**src/rtl/rcfs_pkg.sv**
```systemverilog
// Shared types and constants for the RC link frame sync decoder.
// Used by every module in rtl/; depends on nothing else.
package rcfs_pkg;

  // Link phases. The spare code never occurs, and it decodes as the starting phase.
  typedef enum logic [1:0] {
    PH_START  = 2'd0,
    PH_UPDATE = 2'd1,
    PH_DATA   = 2'd2
  } phase_t;

  // Receive event codes.
  localparam logic [2:0] RX_NONE     = 3'd0;
  localparam logic [2:0] RX_STARTED  = 3'd1;
  localparam logic [2:0] RX_DATA     = 3'd2;
  localparam logic [2:0] RX_COMMAND  = 3'd3;
  localparam logic [2:0] RX_BAD_FRAME = 3'd4;
  localparam logic [2:0] RX_BAD_SIZE = 3'd5;

  // Timing event codes.
  localparam logic [1:0] TM_NONE   = 2'd0;
  localparam logic [1:0] TM_RESYNC = 2'd1;
  localparam logic [1:0] TM_LOST   = 2'd2;
  localparam logic [1:0] TM_SPEED  = 2'd3;

  // Configuration register indexes.
  localparam logic [1:0] CFG_ID_LOW  = 2'd0;
  localparam logic [1:0] CFG_ID_HIGH = 2'd1;
  localparam logic [1:0] CFG_PERIOD  = 2'd2;

  // Frame format and link timing constants.
  localparam logic [5:0]  FRAME_LEN_WITH_STATUS = 6'd13;
  localparam logic [7:0]  FRAME_LEN_BYTE        = 8'd10;
  localparam logic [18:0] DEFAULT_GAP_US        = 19'd50000;
  localparam logic [23:0] DEFAULT_GAP50_US      = 24'd2500000;
  localparam logic [31:0] DEFAULT_SWITCH_US     = 32'd2000000;
  localparam logic [9:0]  FAST_UNIT_US          = 10'd100;
  localparam logic [9:0]  SLOW_UNIT_US          = 10'd1000;
  localparam logic [5:0]  RESYNC_GAPS           = 6'd50;

  // Outcome of the frame check and unpack for one poll.
  typedef struct packed {
    logic        good;
    logic        bad_frame;
    logic        bad_size;
    logic        command;
    logic [10:0] stick_a;
    logic [10:0] stick_b;
    logic [10:0] stick_c;
    logic [10:0] stick_d;
    logic [11:0] switch_bits;
  } frame_t;

  // Link status produced by the state update for one poll.
  typedef struct packed {
    logic [2:0] receive_event;
    logic [1:0] timing_event;
    logic       hop_and_listen;
    logic       swap_antenna;
    logic       fast_mode;
  } link_t;

endpackage

```
**src/rtl/rcfs_frame_unpack.sv**
```systemverilog
// Frame check and channel unpack: validates length and transmitter id and
// splits the channel bytes into sticks and switches. Depends on rcfs_pkg.
module rcfs_frame_unpack (
  input  logic [5:0]      received_length,
  input  logic [7:0]      length_byte,
  input  logic [7:0]      id_byte_low,
  input  logic [7:0]      id_byte_high,
  input  logic [55:0]     channel_bytes,
  input  logic [7:0]      id_low,
  input  logic [7:0]      id_high,
  output rcfs_pkg::frame_t frame
);

  logic [7:0] b0, b1, b2, b3, b4, b5, b6;
  logic       size_ok;

  assign b0 = channel_bytes[7:0];
  assign b1 = channel_bytes[15:8];
  assign b2 = channel_bytes[23:16];
  assign b3 = channel_bytes[31:24];
  assign b4 = channel_bytes[39:32];
  assign b5 = channel_bytes[47:40];
  assign b6 = channel_bytes[55:48];

  // Size, header and id checks.
  assign size_ok = (received_length == rcfs_pkg::FRAME_LEN_WITH_STATUS);
  assign frame.good = size_ok && (length_byte == rcfs_pkg::FRAME_LEN_BYTE) &&
                      (id_byte_low == id_low) && (id_byte_high == id_high);
  assign frame.bad_frame = size_ok && !frame.good;
  assign frame.bad_size  = !size_ok && (received_length != 6'd0);

  // A command frame is marked by a first channel byte of one and a zero second byte.
  assign frame.command = (b0 == 8'd1) && (b1 == 8'd0);

  // Four 11-bit sticks packed in two groups of three bytes, switches in the spare bits and the seventh byte.
  assign frame.stick_a     = {b1[2:0], b0};
  assign frame.stick_b     = {b2[6:0], b1[7:4]};
  assign frame.stick_c     = {b4[2:0], b3};
  assign frame.stick_d     = {b5[6:0], b4[7:4]};
  assign frame.switch_bits = {b6, b5[7], b4[3], b2[7], b1[3]};

endmodule

```
**src/rtl/rcfs_link_state.sv**
```systemverilog
// Link state registers and per-poll update: phase, speed, frame gap, lost count
// and the three timestamps, plus the receive and timing events. Depends on rcfs_pkg.
module rcfs_link_state (
  input  logic             clk,
  input  logic             rst,
  input  logic             advance,
  input  logic [31:0]      now_us,
  input  logic [7:0]       sync_byte,
  input  rcfs_pkg::frame_t frame,
  input  logic [31:0]      switch_period,
  output rcfs_pkg::link_t  status
);

  rcfs_pkg::phase_t phase, phase_next;
  logic        fast_flag, fast_flag_next;
  logic [18:0] frame_gap, frame_gap_next;
  logic [23:0] frame_gap50, frame_gap50_next;
  logic [1:0]  lost_count, lost_count_next;
  logic [31:0] last_frame_time, last_frame_time_next;
  logic        last_frame_valid, last_frame_valid_next;
  logic [31:0] sync_start_time, sync_start_time_next;
  logic [31:0] speed_start_time, speed_start_time_next;

  logic [17:0] sync_gap;
  logic [18:0] learned_gap;
  logic [31:0] since_sync, since_frame, since_speed;
  logic        resync_hit, lost_hit, speed_hit, in_update;

  // Gap learned from the sync byte, plus one eighth; 50 gaps kept alongside it.
  assign sync_gap    = 18'(sync_byte * (fast_flag ? rcfs_pkg::FAST_UNIT_US
                                                  : rcfs_pkg::SLOW_UNIT_US));
  assign learned_gap = {1'b0, sync_gap} + 19'(sync_gap >> 3);

  // Elapsed times, all modulo 2^32.
  assign since_sync  = now_us - sync_start_time;
  assign since_frame = now_us - last_frame_time;
  assign since_speed = now_us - speed_start_time;

  // In the update phase the sync start and last-frame mark are reloaded first,
  // so neither resync nor frame lost can fire on that poll.
  assign in_update  = (phase == rcfs_pkg::PH_UPDATE);
  assign resync_hit = !in_update && (since_sync > {8'd0, frame_gap50});
  assign lost_hit   = !in_update && last_frame_valid && (since_frame > {13'd0, frame_gap});
  assign speed_hit  = since_speed > switch_period;

  // Next-state and event logic for the poll in the input register.
  always_comb begin
    phase_next            = phase;
    fast_flag_next        = fast_flag;
    frame_gap_next        = frame_gap;
    frame_gap50_next      = frame_gap50;
    lost_count_next       = lost_count;
    last_frame_time_next  = last_frame_time;
    last_frame_valid_next = last_frame_valid;
    sync_start_time_next  = sync_start_time;
    speed_start_time_next = speed_start_time;
    status.receive_event  = rcfs_pkg::RX_NONE;
    status.timing_event   = rcfs_pkg::TM_NONE;
    status.hop_and_listen = 1'b0;
    status.swap_antenna   = 1'b0;
    unique case (phase)
      rcfs_pkg::PH_UPDATE, rcfs_pkg::PH_DATA: begin
        phase_next = rcfs_pkg::PH_DATA;
        if (in_update) begin
          last_frame_valid_next = 1'b0;
          sync_start_time_next  = now_us;
        end
        if (frame.good) begin
          // A good frame restarts every timer, so no timing event follows it.
          frame_gap_next        = learned_gap;
          frame_gap50_next      = 24'(learned_gap * rcfs_pkg::RESYNC_GAPS);
          last_frame_time_next  = now_us;
          last_frame_valid_next = 1'b1;
          sync_start_time_next  = now_us;
          speed_start_time_next = now_us;
          lost_count_next       = 2'd0;
          status.hop_and_listen = 1'b1;
          status.receive_event  = frame.command ? rcfs_pkg::RX_COMMAND : rcfs_pkg::RX_DATA;
        end else begin
          if (frame.bad_frame) begin
            status.receive_event = rcfs_pkg::RX_BAD_FRAME;
          end else if (frame.bad_size) begin
            status.receive_event = rcfs_pkg::RX_BAD_SIZE;
          end
          // Timing checks in order of precedence.
          priority if (resync_hit) begin
            status.timing_event   = rcfs_pkg::TM_RESYNC;
            status.hop_and_listen = 1'b1;
            phase_next            = rcfs_pkg::PH_UPDATE;
          end else if (lost_hit) begin
            status.timing_event   = rcfs_pkg::TM_LOST;
            status.hop_and_listen = 1'b1;
            status.swap_antenna   = lost_count[1];
            last_frame_time_next  = now_us;
            if (lost_count != 2'd3) begin
              lost_count_next = lost_count + 2'd1;
            end
          end else if (speed_hit) begin
            status.timing_event   = rcfs_pkg::TM_SPEED;
            fast_flag_next        = !fast_flag;
            frame_gap_next        = rcfs_pkg::DEFAULT_GAP_US;
            frame_gap50_next      = rcfs_pkg::DEFAULT_GAP50_US;
            speed_start_time_next = now_us;
            phase_next            = rcfs_pkg::PH_START;
          end else begin
            status.timing_event = rcfs_pkg::TM_NONE;
          end
        end
      end
      default: begin
        // Starting phase: announce the start and arm the speed timer.
        phase_next            = rcfs_pkg::PH_UPDATE;
        speed_start_time_next = now_us;
        status.receive_event  = rcfs_pkg::RX_STARTED;
        status.hop_and_listen = 1'b1;
      end
    endcase
    status.fast_mode = fast_flag_next;
  end

  // State registers, updated once per poll as it moves to the result register.
  always_ff @(posedge clk) begin
    if (rst) begin
      phase            <= rcfs_pkg::PH_START;
      fast_flag        <= 1'b1;
      frame_gap        <= rcfs_pkg::DEFAULT_GAP_US;
      frame_gap50      <= rcfs_pkg::DEFAULT_GAP50_US;
      lost_count       <= 2'd0;
      last_frame_time  <= 32'd0;
      last_frame_valid <= 1'b0;
      sync_start_time  <= 32'd0;
      speed_start_time <= 32'd0;
    end else if (advance) begin
      phase            <= phase_next;
      fast_flag        <= fast_flag_next;
      frame_gap        <= frame_gap_next;
      frame_gap50      <= frame_gap50_next;
      lost_count       <= lost_count_next;
      last_frame_time  <= last_frame_time_next;
      last_frame_valid <= last_frame_valid_next;
      sync_start_time  <= sync_start_time_next;
      speed_start_time <= speed_start_time_next;
    end
  end

endmodule

```
**src/rtl/rc_link_frame_sync_decoder.sv**
```systemverilog
// RC link frame sync decoder: one poll of the radio in, one status beat out.
// A poll is taken into an input register, checked and unpacked, and its result
// lands in an output register once that register is free, which offers the status
// beat; the block takes one poll per cycle while the status receiver does not stall.
// The per-poll link state update (phase, speed, gap, lost count, timestamps) is a
// single registered step, which sets that rate.
// The configuration port is always ready; write it only while no poll is in flight.
// Depends on rcfs_pkg, rcfs_frame_unpack and rcfs_link_state.
module rc_link_frame_sync_decoder (
  input  logic        clk,
  input  logic        rst,
  // Configuration writes.
  input  logic        cfg_valid,
  output logic        cfg_ready,
  input  logic [1:0]  cfg_index,
  input  logic [31:0] cfg_data,
  // Poll input channel.
  input  logic        in_valid,
  output logic        in_stall,
  input  logic [31:0] now_us,
  input  logic [5:0]  received_length,
  input  logic [7:0]  length_byte,
  input  logic [7:0]  id_byte_low,
  input  logic [7:0]  id_byte_high,
  input  logic [55:0] channel_bytes,
  input  logic [7:0]  sync_byte,
  // Status output channel.
  output logic        out_valid,
  input  logic        out_stall,
  output logic [2:0]  receive_event,
  output logic [1:0]  timing_event,
  output logic [10:0] stick_a,
  output logic [10:0] stick_b,
  output logic [10:0] stick_c,
  output logic [10:0] stick_d,
  output logic [11:0] switch_bits,
  output logic        hop_and_listen,
  output logic        swap_antenna,
  output logic        fast_mode
);

  logic [7:0]  id_low, id_high;
  logic [31:0] switch_period;

  logic        in_full, advance, in_take;
  logic [31:0] now_q;
  logic [5:0]  len_q;
  logic [7:0]  lbyte_q, idl_q, idh_q, sync_q;
  logic [55:0] chan_q;

  rcfs_pkg::frame_t frame;
  rcfs_pkg::link_t  status;
  logic             is_data;

  // Configuration registers.
  assign cfg_ready = 1'b1;
  always_ff @(posedge clk) begin
    if (rst) begin
      id_low        <= 8'd0;
      id_high       <= 8'd0;
      switch_period <= rcfs_pkg::DEFAULT_SWITCH_US;
    end else if (cfg_valid && cfg_ready) begin
      unique case (cfg_index)
        rcfs_pkg::CFG_ID_LOW:  id_low        <= cfg_data[7:0];
        rcfs_pkg::CFG_ID_HIGH: id_high       <= cfg_data[7:0];
        rcfs_pkg::CFG_PERIOD:  switch_period <= cfg_data;
        default: ;
      endcase
    end
  end

  // Handshake: the input register moves on whenever the output register is free.
  assign advance  = in_full && (!out_valid || !out_stall);
  assign in_stall = in_full && !advance;
  assign in_take  = in_valid && !in_stall;

  always_ff @(posedge clk) begin
    if (rst) begin
      in_full <= 1'b0;
    end else if (in_take) begin
      in_full <= 1'b1;
    end else if (advance) begin
      in_full <= 1'b0;
    end
  end

  // Input register payload.
  always_ff @(posedge clk) begin
    if (in_take) begin
      now_q   <= now_us;
      len_q   <= received_length;
      lbyte_q <= length_byte;
      idl_q   <= id_byte_low;
      idh_q   <= id_byte_high;
      chan_q  <= channel_bytes;
      sync_q  <= sync_byte;
    end
  end

  rcfs_frame_unpack u_unpack (
    .received_length (len_q),
    .length_byte     (lbyte_q),
    .id_byte_low     (idl_q),
    .id_byte_high    (idh_q),
    .channel_bytes   (chan_q),
    .id_low          (id_low),
    .id_high         (id_high),
    .frame           (frame)
  );

  rcfs_link_state u_state (
    .clk           (clk),
    .rst           (rst),
    .advance       (advance),
    .now_us        (now_q),
    .sync_byte     (sync_q),
    .frame         (frame),
    .switch_period (switch_period),
    .status        (status)
  );

  // Stick and switch fields only carry a data frame; they read zero otherwise.
  assign is_data = (status.receive_event == rcfs_pkg::RX_DATA);

  always_ff @(posedge clk) begin
    if (rst) begin
      out_valid <= 1'b0;
    end else if (advance) begin
      out_valid <= 1'b1;
    end else if (!out_stall) begin
      out_valid <= 1'b0;
    end
  end

  // Output register payload.
  always_ff @(posedge clk) begin
    if (advance) begin
      receive_event  <= status.receive_event;
      timing_event   <= status.timing_event;
      hop_and_listen <= status.hop_and_listen;
      swap_antenna   <= status.swap_antenna;
      fast_mode      <= status.fast_mode;
      stick_a        <= is_data ? frame.stick_a : 11'd0;
      stick_b        <= is_data ? frame.stick_b : 11'd0;
      stick_c        <= is_data ? frame.stick_c : 11'd0;
      stick_d        <= is_data ? frame.stick_d : 11'd0;
      switch_bits    <= is_data ? frame.switch_bits : 12'd0;
    end
  end

  // A start beat carries a hop and never a timing event.
  a_start_hops: assert property (@(posedge clk) disable iff (rst)
    out_valid && receive_event == rcfs_pkg::RX_STARTED |->
      hop_and_listen && timing_event == rcfs_pkg::TM_NONE)
    else $error("start beat without hop or with a timing event");

  // A good frame restarts all timers, so it never comes with a timing event.
  a_frame_no_timing: assert property (@(posedge clk) disable iff (rst)
    out_valid && (receive_event == rcfs_pkg::RX_DATA ||
                  receive_event == rcfs_pkg::RX_COMMAND) |->
      hop_and_listen && timing_event == rcfs_pkg::TM_NONE)
    else $error("good frame beat with a timing event or without hop");

  // The antenna is only swapped on a lost frame.
  a_swap_on_lost: assert property (@(posedge clk) disable iff (rst)
    out_valid && swap_antenna |-> timing_event == rcfs_pkg::TM_LOST)
    else $error("antenna swap outside a lost frame");

  // The link speed changes only with a speed switch event.
  a_speed_toggle: assert property (@(posedge clk) disable iff (rst)
    $past(advance) && $past(out_valid) && advance && out_valid ##1
      fast_mode != $past(fast_mode) |-> timing_event == rcfs_pkg::TM_SPEED)
    else $error("link speed changed without a speed switch");

endmodule

```
**config.mk**
```make
export PLATFORM = sky130hd
export DESIGN_NAME = rc_link_frame_sync_decoder
export DESIGN_NICKNAME = d
export VERILOG_FILES = /design/src/rtl/rcfs_pkg.sv /design/src/rtl/rcfs_frame_unpack.sv /design/src/rtl/rcfs_link_state.sv /design/src/rtl/rc_link_frame_sync_decoder.sv
export SDC_FILE = /design/constraint.sdc
export NUM_CORES = 1
export LEC_CHECK = 0
export ABC_AREA = 1
export BUFFER_PORTS_ARGS = -buffer_cell sky130_fd_sc_hd__buf_4
export CAP_MARGIN = 10
export CORE_ASPECT_RATIO = 0.8
export CORE_MARGIN = 1.5
export CORE_UTILIZATION = 43
export DETAILED_ROUTE_END_ITERATION = 6
export PLACE_DENSITY = 0.62
export SLEW_MARGIN = 20
export SYNTH_ARGS = -nofsm -noshare
export SYNTH_HDL_FRONTEND = slang
export SYNTH_SLANG_ARGS = --single-unit
```
**constraint.sdc**
```tcl
create_clock -name clk -period 7.3 [get_ports clk]
set_input_delay 1.095 -clock clk [delete_from_list [all_inputs] [get_ports clk]]
set_output_delay 1.095 -clock clk [all_outputs]
set_load 0.03 [all_outputs]
```
* After elaboration in Yosys (flattened, before gate mapping) *
Index checks and enable logic that the tools add are counted.

operators by class
  bitwise operators = 2
  reduce and logical (&&, ||, !) cells = 41
  equality and inequality tests = 17
  order comparisons = 3
  $add $sub $neg = 5
  $mul = 2
  multiplexer cells = 48

operator list
  kind                                                number
  two-way mux 32 bit                                  10
  two-way mux 24 bit                                  4
  subtractor 32 bit                                   3
  two-way mux 19 bit                                  4
  greater-than comparator 32 x 19 -> 1 bit            1
  greater-than comparator 32 x 24 -> 1 bit            1
  greater-than comparator 32 bit                      1
  two-way mux 2 bit                                   13
  multiplier 19 x 5 -> 23 bit, second input constant  1
  adder 18 x 15 -> 19 bit                             1
  multiplier 8 x 18 -> 18 bit                         1
  == test 8 bit                                       2
  logical AND 1 bit                                   12
  two-way mux 1 bit                                   12
  two-way mux 3 bit                                   4
  two-way mux 10 bit                                  1
  AND reduction 5 bit                                 2
  nonzero test 2 bit                                  5
  == test 8 x 1 -> 1 bit, second input constant       1
  == test 8 x 4 -> 1 bit, second input constant       1
  logical NOT 1 bit                                   8
  logical NOT 8 bit                                   1
  AND reduction 4 bit                                 2
  == test 6 x 4 -> 1 bit, second input constant       1
  17 further kinds                                    26

storage, ports and cells
  register bits after elaboration = 385
  output and inout port bits = 67
  logic and storage cells = 150
  input port bits = 165

* Logic depth before layout (Yosys ltp) *
  word-level depth = 10
  depth in mapped cells = 45
  mapped depth without buffers = 44

* By module *
A second synthesis with hierarchy kept.

unflattened totals
  cells, all modules = 3442
  area, all modules = 26470.4 um^2

modules (own cells, without submodules)
  module                      instances  area an instance (um^2)  cells each  seq. area each (um^2)
  rcfs_link_state             1          17375.4                  2662        2822.7
  rc_link_frame_sync_decoder  1          8222.9                   622         6706.4
  rcfs_frame_unpack           1          872.1                    158         0.0

* Worst setup path before layout *
No wires, ideal clock.

  path kind = flip-flop to flip-flop
  start = reg u_state.fast_flag
  end = reg u_state.frame_gap50[23]
  setup slack = -0.732 ns
  data required time = 7.168 ns
  arrival = 7.900 ns
  stages on the path, launching flop included = 42
  period minus slack after synthesis = 8.032 ns
  path buffers = 1
  setup time = 0.132 ns
  cells stage by stage = dfxtp_1 -> clkbuf_1 -> nor2_1 -> inv_1 -> fa_1 -> inv_1 -> fa_1 -> fa_1 -> inv_1 -> fa_1 -> inv_1 -> ha_1 -> nand2_1 -> inv_1 -> a21oi_1 -> nand2_1 -> xor2_1 -> ha_1 -> (+6 left out) -> nand4_1 -> nand2_1 -> xor2_1 -> inv_1 -> ha_1 -> ha_1 -> inv_1 -> fa_1 -> inv_1 -> ha_1 -> a21oi_1 -> o21a_1 -> inv_1 -> a21oi_1 -> nand3_1 -> or2_2 -> nand3_1 -> a21oi_1

on the way
  cells in the longest elaborated chain, start to end = 5

ends and longest elaborated chain
  item                         line                    RTL
  start: declaration           rcfs_link_state.sv:15   logic fast_flag, fast_flag_next;
  start signal: assignment     rcfs_link_state.sv:135  fast_flag <= fast_flag_next;
  two-way mux 10 bit           rcfs_link_state.sv:30   assign sync_gap = 18'(sync_byte * (fast_flag ? rcfs_pkg::FAST_UNIT_US
  multiplier 8 x 18 -> 18 bit  rcfs_link_state.sv:30
  adder 18 x 15 -> 19 bit      rcfs_link_state.sv:32   assign learned_gap = {1'b0, sync_gap} + 19'(sync_gap >> 3);
  multiplier 19 x 5 -> 23 bit  rcfs_link_state.sv:71   frame_gap50_next = 24'(learned_gap * rcfs_pkg::RESYNC_GAPS);
  two-way mux 24 bit           rcfs_link_state.sv:68   if (frame.good) begin
  end signal: assignment       rcfs_link_state.sv:127  frame_gap50 <= rcfs_pkg::DEFAULT_GAP50_US;
  end signal: assignment       rcfs_link_state.sv:137  frame_gap50 <= frame_gap50_next;
  end: declaration             rcfs_link_state.sv:17   logic [23:0] frame_gap50, frame_gap50_next;

Every way passes these cells.
A chain may end at the register's enable or synchronous reset.

* Final worst setup path *
  start = reg sync_q[3]
  end = reg u_state.frame_gap50[23]

on the way
  cells in the longest elaborated chain, start to end = 4

ends and longest elaborated chain
  item                         line                              RTL
  start: declaration           rc_link_frame_sync_decoder.sv:48  logic [7:0] lbyte_q, idl_q, idh_q, sync_q;
  start signal: assignment     rc_link_frame_sync_decoder.sv:96  sync_q <= sync_byte;
  multiplier 8 x 18 -> 18 bit  rcfs_link_state.sv:30
  adder 18 x 15 -> 19 bit      rcfs_link_state.sv:32
  multiplier 19 x 5 -> 23 bit  rcfs_link_state.sv:71
  two-way mux 24 bit           rcfs_link_state.sv:68

Every way passes these cells.

==> impl_metrics.toml <==
[outcome]
outcome = "finished with violations"
violations = "setup timing"

[clock_network]
clk_latency_ns = 0.58
cts_buffers = 40
cts_root_buffer = "sky130_fd_sc_hd__clkbuf_16"
tritoncts = "yes"
cts.path.max_buffers = 3
cts_hold_repair.buffers = 0
cts_num_sinks = 381
h_tree_levels = 2
cts.clk_slew.worst_paths_ns = 0.08

[place]
io_buffers = 230
gpl_congestion = 0.9232
hpwl_after_dpl_mm = 54.28
area_after_detailed_placement_um2 = 29540

[worst_setup_path]
critical_path_data_required_time_ns = 7.81
regToRegStartpoint = "sync_q[3]"
critPathLaunch = "sync_q[3]"
kind_of_launch_point_of_the_worst_setup_path = "register"
critical_path_class = "reg2reg"
critPathMaxFanout = 4
cp-end-kind = "register"
worstRegToRegCells = 41
r2r_setup_slack_ns = -0.29
crit_top_cell = "sky130_fd_sc_hd__fa_1"
timing.rr.end = "u_state.frame_gap50[23]"
timing.critical_path.slowest_stage_cell = "sky130_fd_sc_hd__fa_1"
cp_slowest_stage_delay_ns = 0.55
critPathArrivalTime_ns = 8.10

[sta]
layout_worst_path_cycle_share_pct = 103.9
period_minus_slack_ns = 7.587
setup_violations = 8
timing_worst_slew_pin_value_ns = 0.9140
layout_setup_ws_ns = -0.2871
timing.slew.headroom_pct = 39.07
clock.fmax_mhz = 131.8
maxSlewViolCount = 0
largest_clock_skew_in_the_final_design_ns = 0.03336
rsz0062_at_grt = "yes"
finalHoldViolCount = 0

[synth]
postSynthRegisterBits = 381
synthArstFlopShare_pct = 0
synth-main-ff-cell = "sky130_fd_sc_hd__dfxtp_1"
yosys-top-cells-count = "sky130_fd_sc_hd__nand2_1, sky130_fd_sc_hd__inv_1, sky130_fd_sc_hd__nor2_1"
synth-edff-count = 190
yosysWarnings = 0
synth.top_cells.by_area = "sky130_fd_sc_hd__edfxtp_1, sky130_fd_sc_hd__dfxtp_1, sky130_fd_sc_hd__ha_1, sky130_fd_sc_hd__nand2_1, sky130_fd_sc_hd__inv_1"
syn-instance-count = 3352
synthDominantAreaCellType = "sky130_fd_sc_hd__edfxtp_1"
synthDominantCellAreaShare_pct = 21.93
post_synth_cell_types = 56
post_synth_instance_area_um2 = 26020
post_synth.cell_area_avg_um2 = 7.762
sequential_cell_area_fraction_in_the_yosys_report_pct = 36.63
yosys.cell_count.top_type = "sky130_fd_sc_hd__nand2_1"

[global_routing]
grt_pass1_wl_mm = 108.3
grt_overflow = 0
grt_start_max_net_pins = 71
first_global_vias = 20240
antenna_found_initial = 0
grtUsageTotal_pct = 21.61

[worst_hold_path]
min-delay-start = "switch_period[6]"
worstHoldPathCells = 2
hold_class = "reg2reg"
min_to = "switch_period[6]"

[floorplanning]
floorplan.initialDensity_pct = 43.54
die_height_um = 223.0
top_level_ports = 232
fp-row-count = 80
design.core.area_um2 = 59760
die-width_um = 278.0
design.die.area_um2 = 62000

[cells_and_area]
finalNetCount = 4198
area_delta_synth_final_pct = 22.09
antennaDiodeCount = 0
final_layout_size_suffix_gt1_share_pct = 16.47
nFillCells = 5691
stdcell_area_um2 = 31770
ff_latch_area_um2 = 9533
multi_input_comb_area_um2 = 14450

[drt]
drt-total-wl_mm = 69.19
detail-route-antenna-nets = 0
drt-wirelength-per-cell_um = 15.31
num_vias = 22190
drc = 0
drt_iter0_drc = 1393
drt_first_pass_iters = 6
vias_per_cell = 4.911

[flow_run]
max-cap-violations = 0
==> cell type report <==
cell class                      instances  share of cell area, %
Clock buffer                           45                  3.242
Clock inverter                         29                  1.442
Inverter                              650                  7.712
Multi-Input combinational cell       2254                  45.49
Sequential cell                       381                  30.01
Tap cell                              779                  3.068
Timing Repair Buffer                  380                  9.032
==> critical path: cells and delay by family (launching register included) <==
| kind | cells | cell delay, ns |
|---|---|---|
| fa+ha+maj | 9 | 3.67 |
| simple gates | 14 | 1.54 |
| compound gates | 8 | 1.06 |
| buf+inv | 7 | 0.47 |
| xor+xnor | 3 | 0.44 |
| flops | 1 | 0.37 |
==> registers in the layout, summed over array words and instances, names as in the netlist, 3 cells and up <==
register and cells:
idl_q 8, u_state.speed_start_time 32, len_q 6, u_state.frame_gap 19, id_high 8, switch_bits 12, stick_c 11, u_state.frame_gap50 20
u_state.sync_start_time 32, switch_period 32, u_state.last_frame_time 32, receive_event 3, chan_q 56, stick_a 11, stick_b 11, id_low 8
sync_q 8, now_q 32, idh_q 8, lbyte_q 8, stick_d 11
==> layout by cell type (no fill, tap or decap), drive strengths merged, types with 105 or more instances in the layout <==
| cell | instances |
|---|---|
| a21oi | 285 |
| buf | 380 |
| dfxtp | 191 |
| edfxtp | 190 |
| ha | 280 |
| inv | 650 |
| nand2 | 684 |
| nand3 | 105 |
| nor2 | 340 |
| o21ai | 178 |
==> through the flow <==
step / utilization, % / std cells / setup TNS (ns) / setup slack (ns) / hold slack, ns
after global routing: 53.16 / 4518 / -4.873 / -0.7416 / 0.4792
after detailed placement: 49.43 / 4417 / -2.548 / -0.5034 / 0.4482
final: 53.16 / 4518 / -1.311 / -0.2871 / 0.4559
after global placement: 49.43 / 4417 / -1.287 / -0.3240 / 0.4471
after floorplan: - / 3355 / -0.1422 / -0.07912 / 0.4335
after CTS: 52.51 / 4506 / -1.090 / -0.2448 / 0.4609
==> timing repair <==
action | 4_1_cts | 5_1_grt
cloned | 0 | 0
buffers inserted | 15 | 11
pin swaps | 37 | 55
gates resized for setup | 47 | 58
endpoints found under the setup margin | 9 | 11
==> logic make-up (layout without fill, tap and decap cells) <==
family | count (synthesis) | in the layout | share of synthesized area [%]
DFF | 381 | 381 | 36.63
AOI/OAI and AO/OA | 541 | 541 | 11.18
xor gates and xnor gates | 119 | 119 | 4.035
buffers and inverters | 720 | 1104 | 10.69
adders and majority gates | 326 | 326 | 17.00
other | 2 | 5 | 0.02887
and+or+nand+nor | 1263 | 1263 | 20.44
==> worst max path at each step <==
stage	endpoint	slack, ns	cells past startpoint
finish	u_state.frame_gap50[23]	-0.29	41
global route	u_state.frame_gap50[22]	-0.74	44
global placement	u_state.frame_gap50[22]	-0.32	44
detailed placement	u_state.frame_gap50[23]	-0.50	41
floorplan	u_state.frame_gap50[22]	-0.08	44
CTS	u_state.frame_gap50[22]	-0.24	44
==> routing by layer <==
| metal | vias up | global-route usage [%] | wire length, um |
|---|---|---|---|
| li1 | 11540 | - | - |
| met1 | 10070 | 32.53 | 34080 |
| met2 | 506 | 32.26 | 29240 |
| met3 | 63 | 4.231 | 4879 |
| met4 | 0 | 3.614 | 995 |
| met5 | - | 0 | 0 |
Power is left out: the tool's default activity adds up to more than one toggle a clock period on the data nets, which glitch-free logic cannot reach.
